$ cat src/rtl/core/ints_pkg.sv
// ----------------------------------------------------------------------------
// ints_pkg
// Shared types, codes and character classes for the identifier/number
// tokenizer.
// ----------------------------------------------------------------------------
package ints_pkg;

    // token kinds
    localparam logic [2:0] KIND_COMMA   = 3'd0;
    localparam logic [2:0] KIND_COLON   = 3'd1;
    localparam logic [2:0] KIND_IDENT   = 3'd2;
    localparam logic [2:0] KIND_DECIMAL = 3'd3;
    localparam logic [2:0] KIND_END     = 3'd4;
    localparam logic [2:0] KIND_ERROR   = 3'd5;

    // scan modes
    localparam logic [1:0] MODE_IDLE    = 2'd0;
    localparam logic [1:0] MODE_IDENT   = 2'd1;
    localparam logic [1:0] MODE_DECIMAL = 2'd2;
    localparam logic [1:0] MODE_HALTED  = 2'd3;

    // characters of interest
    localparam logic [7:0] CHAR_COMMA = 8'h2C;
    localparam logic [7:0] CHAR_COLON = 8'h3A;
    localparam logic [7:0] CHAR_UNDER = 8'h5F;
    localparam logic [7:0] CHAR_NUL   = 8'h00;
    localparam logic [7:0] CHAR_SPACE = 8'h20;

    localparam logic [15:0] LEN_MAX = 16'hFFFF;

    localparam int POS_BITS_DEF = 16;
    localparam int OUT_DEPTH    = 4;
    localparam int S_TDATA_W    = 8;
    localparam int M_TDATA_W    = 40;

    // one result item
    typedef struct packed {
        logic [2:0]  kind;
        logic [15:0] start;
        logic [15:0] length;
        logic        last;
    } token_t;

    // results caused by one byte, packed from slot 0
    typedef struct packed {
        logic [1:0] count;
        token_t     tok0;
        token_t     tok1;
    } push_t;

    // scan state apart from the position
    typedef struct packed {
        logic [1:0]  mode;
        logic [15:0] open_start;
        logic [15:0] open_length;
    } scan_state_t;

    function automatic logic is_digit(input logic [7:0] c);
        return (c >= 8'h30) && (c <= 8'h39);
    endfunction

    function automatic logic is_letter(input logic [7:0] c);
        return ((c >= 8'h61) && (c <= 8'h7A)) || ((c >= 8'h41) && (c <= 8'h5A));
    endfunction

    function automatic logic is_space(input logic [7:0] c);
        return (c == CHAR_SPACE) || ((c >= 8'h09) && (c <= 8'h0D));
    endfunction

    function automatic logic is_ident_char(input logic [7:0] c);
        return is_letter(c) || is_digit(c) || (c == CHAR_UNDER);
    endfunction

endpackage

$ cat src/rtl/core/identifier_number_tokenizer_top.sv
// ----------------------------------------------------------------------------
// identifier_number_tokenizer_top
// Streaming tokenizer: one text byte per item in, tokens (kind, start, length)
// out.
// ----------------------------------------------------------------------------
// One byte is taken per clock cycle while s_tready is high. The scan step for
// a byte is done in the cycle it is accepted and its tokens (none, one or two)
// are written into a four-entry result queue; s_tready is high while the queue
// has room for two tokens. The output side hands out one token per cycle, so a
// byte that both closes an identifier or number and emits a token of its own
// adds two tokens, and sustained input rate is one byte per cycle as long as
// the average is at most one token per byte and m_tready stays high. After an
// error token the block keeps taking bytes but emits nothing until reset. A zero
// byte emits the end-of-text token and restarts the position count at zero.
module identifier_number_tokenizer_top #(
    parameter int POS_BITS = ints_pkg::POS_BITS_DEF
) (
    input  logic                              aclk,
    input  logic                              aresetn,
    input  logic                              s_tvalid,
    output logic                              s_tready,
    input  logic [ints_pkg::S_TDATA_W-1:0]    s_tdata,  // [7:0] char_in
    output logic                              m_tvalid,
    input  logic                              m_tready,
    // [2:0] token_kind, [18:3] token_start, [34:19] token_length, [39:35] zero
    output logic [ints_pkg::M_TDATA_W-1:0]    m_tdata,
    output logic                              m_tlast   // last_of_run
);
    import ints_pkg::*;

    scan_state_t         state_reg, state_next;
    logic [POS_BITS-1:0] pos_reg, pos_next;
    push_t               scan_push;
    push_t               fifo_push;
    token_t              out_tok;
    logic                room;
    logic                accept;

    assign s_tready = room;
    assign accept   = s_tvalid && room;

    // scanner step
    ints_scan #(
        .POS_BITS (POS_BITS)
    ) u_scan (
        .cur_state (state_reg),
        .cur_pos   (pos_reg),
        .char_in   (s_tdata),
        .nxt_state (state_next),
        .nxt_pos   (pos_next),
        .push      (scan_push)
    );

    // only push on an accepted item
    always_comb begin
        fifo_push       = scan_push;
        fifo_push.count = accept ? scan_push.count : 2'd0;
    end

    // scan state
    always_ff @(posedge aclk) begin
        if (!aresetn) begin
            state_reg.mode        <= MODE_IDLE;
            state_reg.open_start  <= '0;
            state_reg.open_length <= '0;
            pos_reg               <= '0;
        end else if (accept) begin
            state_reg <= state_next;
            pos_reg   <= pos_next;
        end
    end

    // result queue
    ints_out_fifo u_out_fifo (
        .aclk      (aclk),
        .aresetn   (aresetn),
        .push      (fifo_push),
        .room      (room),
        .out_valid (m_tvalid),
        .out_ready (m_tready),
        .out_tok   (out_tok)
    );

    assign m_tdata = {{(M_TDATA_W - 35){1'b0}}, out_tok.length, out_tok.start, out_tok.kind};
    assign m_tlast = out_tok.last;

    // checks
    a_halt_sticks: assert property (@(posedge aclk) disable iff (!aresetn)
        (state_reg.mode == MODE_HALTED) |=> (state_reg.mode == MODE_HALTED))
        else $error("left halted mode without reset");

    a_halt_silent: assert property (@(posedge aclk) disable iff (!aresetn)
        (state_reg.mode == MODE_HALTED) |-> (scan_push.count == 2'd0))
        else $error("token produced while halted");

    a_open_nonzero: assert property (@(posedge aclk) disable iff (!aresetn)
        ((state_reg.mode == MODE_IDENT) || (state_reg.mode == MODE_DECIMAL))
            |-> (state_reg.open_length != 16'd0))
        else $error("open token with zero length");

endmodule

$ cat src/rtl/core/ints_scan.sv
// ----------------------------------------------------------------------------
// ints_scan
// Single-pass scanner step: from the current scan state and one byte it
// works out the next state and up to two tokens.
// ----------------------------------------------------------------------------
module ints_scan #(
    parameter int POS_BITS = ints_pkg::POS_BITS_DEF
) (
    input  ints_pkg::scan_state_t cur_state,
    input  logic [POS_BITS-1:0]   cur_pos,
    input  logic [7:0]            char_in,
    output ints_pkg::scan_state_t nxt_state,
    output logic [POS_BITS-1:0]   nxt_pos,
    output ints_pkg::push_t       push
);
    import ints_pkg::*;

    logic [15:0]         here16;
    logic [POS_BITS-1:0] pos_inc;
    logic                open_tok;
    logic                keeps;
    logic                closing;
    token_t              close_tok;
    token_t              new_tok;
    logic                new_valid;

    // low 16 bits of the current position
    generate
        if (POS_BITS >= 16) begin : g_pos_wide
            assign here16 = cur_pos[15:0];
        end else begin : g_pos_narrow
            assign here16 = {{(16 - POS_BITS){1'b0}}, cur_pos};
        end
    endgenerate

    assign pos_inc  = cur_pos + {{(POS_BITS - 1){1'b0}}, 1'b1};
    assign open_tok = (cur_state.mode == MODE_IDENT) || (cur_state.mode == MODE_DECIMAL);
    assign keeps    = (cur_state.mode == MODE_IDENT) ? is_ident_char(char_in)
                                                      : is_digit(char_in);
    assign closing  = open_tok && !keeps;

    // token closed by this byte
    always_comb begin
        close_tok.kind   = (cur_state.mode == MODE_IDENT) ? KIND_IDENT : KIND_DECIMAL;
        close_tok.start  = cur_state.open_start;
        close_tok.length = cur_state.open_length;
        close_tok.last   = 1'b0;
    end

    // next state and the token started or finished by this byte
    always_comb begin
        nxt_state       = cur_state;
        nxt_pos         = pos_inc;
        new_valid       = 1'b0;
        new_tok.kind    = KIND_ERROR;
        new_tok.start   = here16;
        new_tok.length  = 16'd1;
        new_tok.last    = 1'b1;
        if (cur_state.mode == MODE_HALTED) begin
            nxt_pos = cur_pos;
        end else if (open_tok && keeps) begin
            if (cur_state.open_length != LEN_MAX) begin
                nxt_state.open_length = cur_state.open_length + 16'd1;
            end
        end else begin
            nxt_state.mode = MODE_IDLE;
            if (char_in == CHAR_NUL) begin
                new_valid      = 1'b1;
                new_tok.kind   = KIND_END;
                new_tok.length = 16'd0;
                nxt_pos        = '0;
            end else if (is_space(char_in)) begin
                new_valid = 1'b0;
            end else if (char_in == CHAR_COMMA) begin
                new_valid    = 1'b1;
                new_tok.kind = KIND_COMMA;
            end else if (char_in == CHAR_COLON) begin
                new_valid    = 1'b1;
                new_tok.kind = KIND_COLON;
            end else if (is_letter(char_in) || (char_in == CHAR_UNDER)) begin
                nxt_state.mode        = MODE_IDENT;
                nxt_state.open_start  = here16;
                nxt_state.open_length = 16'd1;
            end else if (is_digit(char_in)) begin
                nxt_state.mode        = MODE_DECIMAL;
                nxt_state.open_start  = here16;
                nxt_state.open_length = 16'd1;
            end else begin
                new_valid      = 1'b1;
                nxt_state.mode = MODE_HALTED;
            end
        end
    end

    // pack results from slot 0, last flag on the final one
    always_comb begin
        push.count = {1'b0, closing} + {1'b0, new_valid};
        push.tok0  = new_tok;
        push.tok1  = new_tok;
        if (closing) begin
            push.tok0      = close_tok;
            push.tok0.last = !new_valid;
        end
    end

endmodule

$ cat src/rtl/core/ints_out_fifo.sv
// ----------------------------------------------------------------------------
// ints_out_fifo
// Small result queue: takes up to two tokens a cycle, hands out one.
// ----------------------------------------------------------------------------
module ints_out_fifo (
    input  logic            aclk,
    input  logic            aresetn,
    input  ints_pkg::push_t push,
    output logic            room,
    output logic            out_valid,
    input  logic            out_ready,
    output ints_pkg::token_t out_tok
);
    import ints_pkg::*;

    localparam int PTR_BITS = $clog2(OUT_DEPTH);
    localparam int CNT_BITS = $clog2(OUT_DEPTH + 1);

    token_t              mem_reg [OUT_DEPTH];
    logic [PTR_BITS-1:0] wr_ptr_reg, wr_ptr_next;
    logic [PTR_BITS-1:0] rd_ptr_reg, rd_ptr_next;
    logic [CNT_BITS-1:0] count_reg, count_next;
    logic [PTR_BITS-1:0] wr_ptr_inc;
    logic                pop;

    assign room       = count_reg <= CNT_BITS'(OUT_DEPTH - 2);
    assign out_valid  = count_reg != '0;
    assign out_tok    = mem_reg[rd_ptr_reg];
    assign pop        = out_valid && out_ready;
    assign wr_ptr_inc = wr_ptr_reg + {{(PTR_BITS - 1){1'b0}}, 1'b1};

    // pointer and fill count update
    always_comb begin
        wr_ptr_next = wr_ptr_reg + PTR_BITS'(push.count);
        rd_ptr_next = rd_ptr_reg + {{(PTR_BITS - 1){1'b0}}, pop};
        count_next  = count_reg + CNT_BITS'(push.count) - {{(CNT_BITS - 1){1'b0}}, pop};
    end

    always_ff @(posedge aclk) begin
        if (!aresetn) begin
            wr_ptr_reg <= '0;
            rd_ptr_reg <= '0;
            count_reg  <= '0;
        end else begin
            wr_ptr_reg <= wr_ptr_next;
            rd_ptr_reg <= rd_ptr_next;
            count_reg  <= count_next;
        end
    end

    // token storage
    always_ff @(posedge aclk) begin
        if (push.count != 2'd0) begin
            mem_reg[wr_ptr_reg] <= push.tok0;
        end
        if (push.count == 2'd2) begin
            mem_reg[wr_ptr_inc] <= push.tok1;
        end
    end

    // checks
    a_count_bound: assert property (@(posedge aclk) disable iff (!aresetn)
        count_reg <= CNT_BITS'(OUT_DEPTH))
        else $error("result queue overfilled");

    a_push_room: assert property (@(posedge aclk) disable iff (!aresetn)
        (push.count != 2'd0) |-> room)
        else $error("push without room");

    a_count_track: assert property (@(posedge aclk) disable iff (!aresetn)
        $past(aresetn) |-> count_reg == CNT_BITS'($past(count_reg)
            + CNT_BITS'($past(push.count)) - CNT_BITS'($past(pop))))
        else $error("fill count out of step");

endmodule

$ cat config.mk
export PLATFORM = sky130hd
export DESIGN_NAME = identifier_number_tokenizer_top
export DESIGN_NICKNAME = d
export VERILOG_FILES = /design/src/rtl/core/ints_pkg.sv /design/src/rtl/core/identifier_number_tokenizer_top.sv /design/src/rtl/core/ints_scan.sv /design/src/rtl/core/ints_out_fifo.sv
export SDC_FILE = /design/constraint.sdc
export NUM_CORES = 1
export LEC_CHECK = 0
export BUFFER_PORTS_ARGS = -buffer_cell sky130_fd_sc_hd__buf_2
export CORE_MARGIN = 1.5
export CORE_UTILIZATION = 45
export DETAILED_ROUTE_END_ITERATION = 12
export HOLD_SLACK_MARGIN = 0.1
export PLACE_DENSITY = 0.61
export REMOVE_ABC_BUFFERS = 1
export SKIP_LAST_GASP = 1
export SLEW_MARGIN = 20
export SYNTH_ARGS = -nofsm -noshare
export SYNTH_HDL_FRONTEND = slang
export SYNTH_SLANG_ARGS = --single-unit
$ cat constraint.sdc
create_clock -name aclk -period 8 [get_ports aclk]
set_input_delay 0.8 -clock aclk [delete_from_list [all_inputs] [get_ports aclk]]
set_output_delay 0.8 -clock aclk [all_outputs]
set_load 0.01 [all_outputs]
==> metrics.yaml <==
status:
  status: "completed"
die:
  core-area_mm2: 0.0205
  die_x_um: 148
  start_util: 0.463
  pin_count: 55
  die_h_um: 148
  die_area_mm2: 0.0220
  fp-row-count: 52
logic_synthesis:
  synthTopCellsByCount: "dfxtp_1 (125), edfxtp_1 (76), a22o_1 (68)"
  yosysTopAreaCellShare: 0.263
  syn_area_per_cell_um2: 11.8
  synth_ff_type: "dfxtp_1"
  synth_top_area_cell: "dfxtp_1"
  syn_inst: 807
  synthesis.area_mm2: 0.00950
  synth.most_common_cell: "dfxtp_1"
  yosysWarnings: 0
  ys_ff_latch: 201
  synth_edf_count: 76
  ys_top_cells_by_area: "dfxtp_1 (26%), edfxtp_1 (24%), mux4_2 (8.5%)"
  ys_types: 67
  async_flop_share: 0
  synth-seq-area-share: 0.504
worst_setup_path:
  worstSetupPathType: "in -> reg"
  r2r_start: "state_reg[33]"
  r2r_cells: 9
  path_max_fanout: 37
  critPathLaunchType: "input port"
  end_kind: "flip-flop"
  slowest_delay_ns: 0.66
  rrSetupSlack_ns: 4.11
  cp.arrival_ns: 4.91
  reg2reg_to: "u_out_fifo.mem_reg[2][17]"
  cp_top_family: "simple AND/OR/NAND/NOR gates"
  cp_slowest_cell: "nor2_2"
  crit_buf_inv: 4
  cp.required_ns: 8.08
  crit_path_cell_trace: "buf_2, or4_4, o32a_1, a21oi_2, buf_4, nand2_1, nor2_1, ha_1, o211ai_1, nor2_1, buf_4, nor2_2, inv_1"
clocking:
  ctsHoldBuffers: 0
  clock-root-buffer: "clkbuf_16"
  cts.reportedPaths.clkPinSlew_ns: 0.06
  numCtsBuffers: 22
  post_cts_buffers: 0
  clock-sinks: 201
  clock_latency_ns: 0.50
  cts_tree: "done"
  clk_path_buf_depth: 3
  cts_max_level: 1
  post_cts_resized: 0
final_layout:
  nets: 830
  largest_reg_flops: 144
  syn_to_final_growth_pct: 10.6
  finalInstanceArea_mm2: 0.0105
  drive_above_1_share: 0.194
  fin_util: 0.513
  diodes: 0
placement:
  place_congestion: 0.828
  dp_hpwl_um: 15000
  numPortBuffers: 49
  place_area_mm2: 0.00973
hold_path:
  min_to: "u_out_fifo.mem_reg[2][7]"
  hold_path.class: "reg -> reg"
  hold_path.startpoint: "u_out_fifo.mem_reg[2][7]"
  min_path_cells: 1
flow_run:
  maxCapViolCount: 0
timing:
  maxSlewViolCount: 0
  post-route-min-period_ns: 4.83
  relSlewSlack: 0.240
  rsz0062_at_grt: "false"
  hold_viol_final: 0
  fin_setup_tns_ns: 0
  finalClockSkew_ns: 0.0103
  tightest_slew_ns: 1.13
  setup_violations: 0
  period_share: 0.604
  max_freq_mhz: 207
routing:
  dr.pass1.iters: 6
  drtIter0Drc: 459
  postRouteAntennaNets: 0
  wl_per_cell_um: 21.5
  drc_errors: 0
  vias_per_cell: 6.31
  vias: 6911
  finalWirelength_um: 23500
global_route:
  grt_antenna_before_repair: 0
  gr-total-overflow: 0
  grt_pass1_vias: 6783
  grt_max_degree: 74
  grt_pass1_wl_um: 37000
  grt_use_total: 0.215
pwr:
  power.static_leakage_uw: 0.00369
  peakVddDrop_v: 0.000186
  p_per_area_mw_per_mm2: 283
  total_power_uw: 2970
==> layer usage <==
layer	track usage	part of all wire	vias to the layer above
met5	0	0	-
met4	0.0520	0.013	0
met3	0.0344	0.056	26
met2	0.363	0.48	198
met1	0.291	0.45	3518
li1	-	-	3169
==> worst max-delay path by stage <==
stage	start	end	slack, ns	cells past startpoint
detailed placement	s_tdata[1]	u_out_fifo.mem_reg[1][0]	2.21	14
finish	s_tdata[1]	u_out_fifo.mem_reg[2][17]	3.17	13
global placement	s_tdata[1]	u_out_fifo.mem_reg[2][19]	2.38	13
floorplan	s_tdata[1]	u_out_fifo.mem_reg[3][0]	1.18	9
global route	s_tdata[1]	u_out_fifo.mem_reg[1][0]	2.89	14
CTS	s_tdata[1]	u_out_fifo.mem_reg[1][0]	2.71	14
==> through the flow <==
step | std cells | hold WS [ns] | setup slack [ns]
floorplan | 724 | 0.431 | 1.18
global placement | 1054 | 0.442 | 2.38
detailed placement | 1054 | 0.452 | 2.21
CTS | 1094 | 0.460 | 2.71
global route | 1095 | 0.476 | 2.89
finish | 1095 | 0.460 | 3.17
==> final cells by class <==
cell class,instances,area (µm²)
clock buffer,27,621
tap,270,338
fill,1808,9990
timing repair buffer,61,348
clock inverter,13,125
inverter,14,52.6
multi-input combinational,509,4230
sequential,201,4790
==> power breakdown <==
| group | internal [µW] | leakage (µW) | switching, µW |
|---|---|---|---|
| registers | 1160 | 0.00182 | 54.6 |
| logic | 264 | 0.00150 | 469 |
| clock network | 617 | 0.000366 | 407 |
| total | 2040 | 0.00369 | 931 |
==> layout by cell type (no fill, tap or decap), drive strengths merged, types with 13 or more instances in the layout <==
master / instances
o21ai: 20
clkbuf: 27
a22o: 68
a32o: 60
edfxtp: 76
o31ai: 15
nor2: 22
and2: 14
dfxtp: 125
nand2: 63
a21oi: 29
or4: 19
buf: 61
mux4: 36
inv: 14
mux2i: 19
nand3: 13
==> cells by family after synthesis <==
logic type      count (synthesis)  share of synthesized area
flops                         201                      0.504
simple gates                  211                      0.125
xor+xnor                       11                     0.0101
mux                            55                      0.105
buf+inv                       101                     0.0540
other cells                     1                   0.000395
compound gates                218                      0.189
fa+ha+maj                       9                     0.0126
No activity file was read; power rests on OpenSTA's default activity.
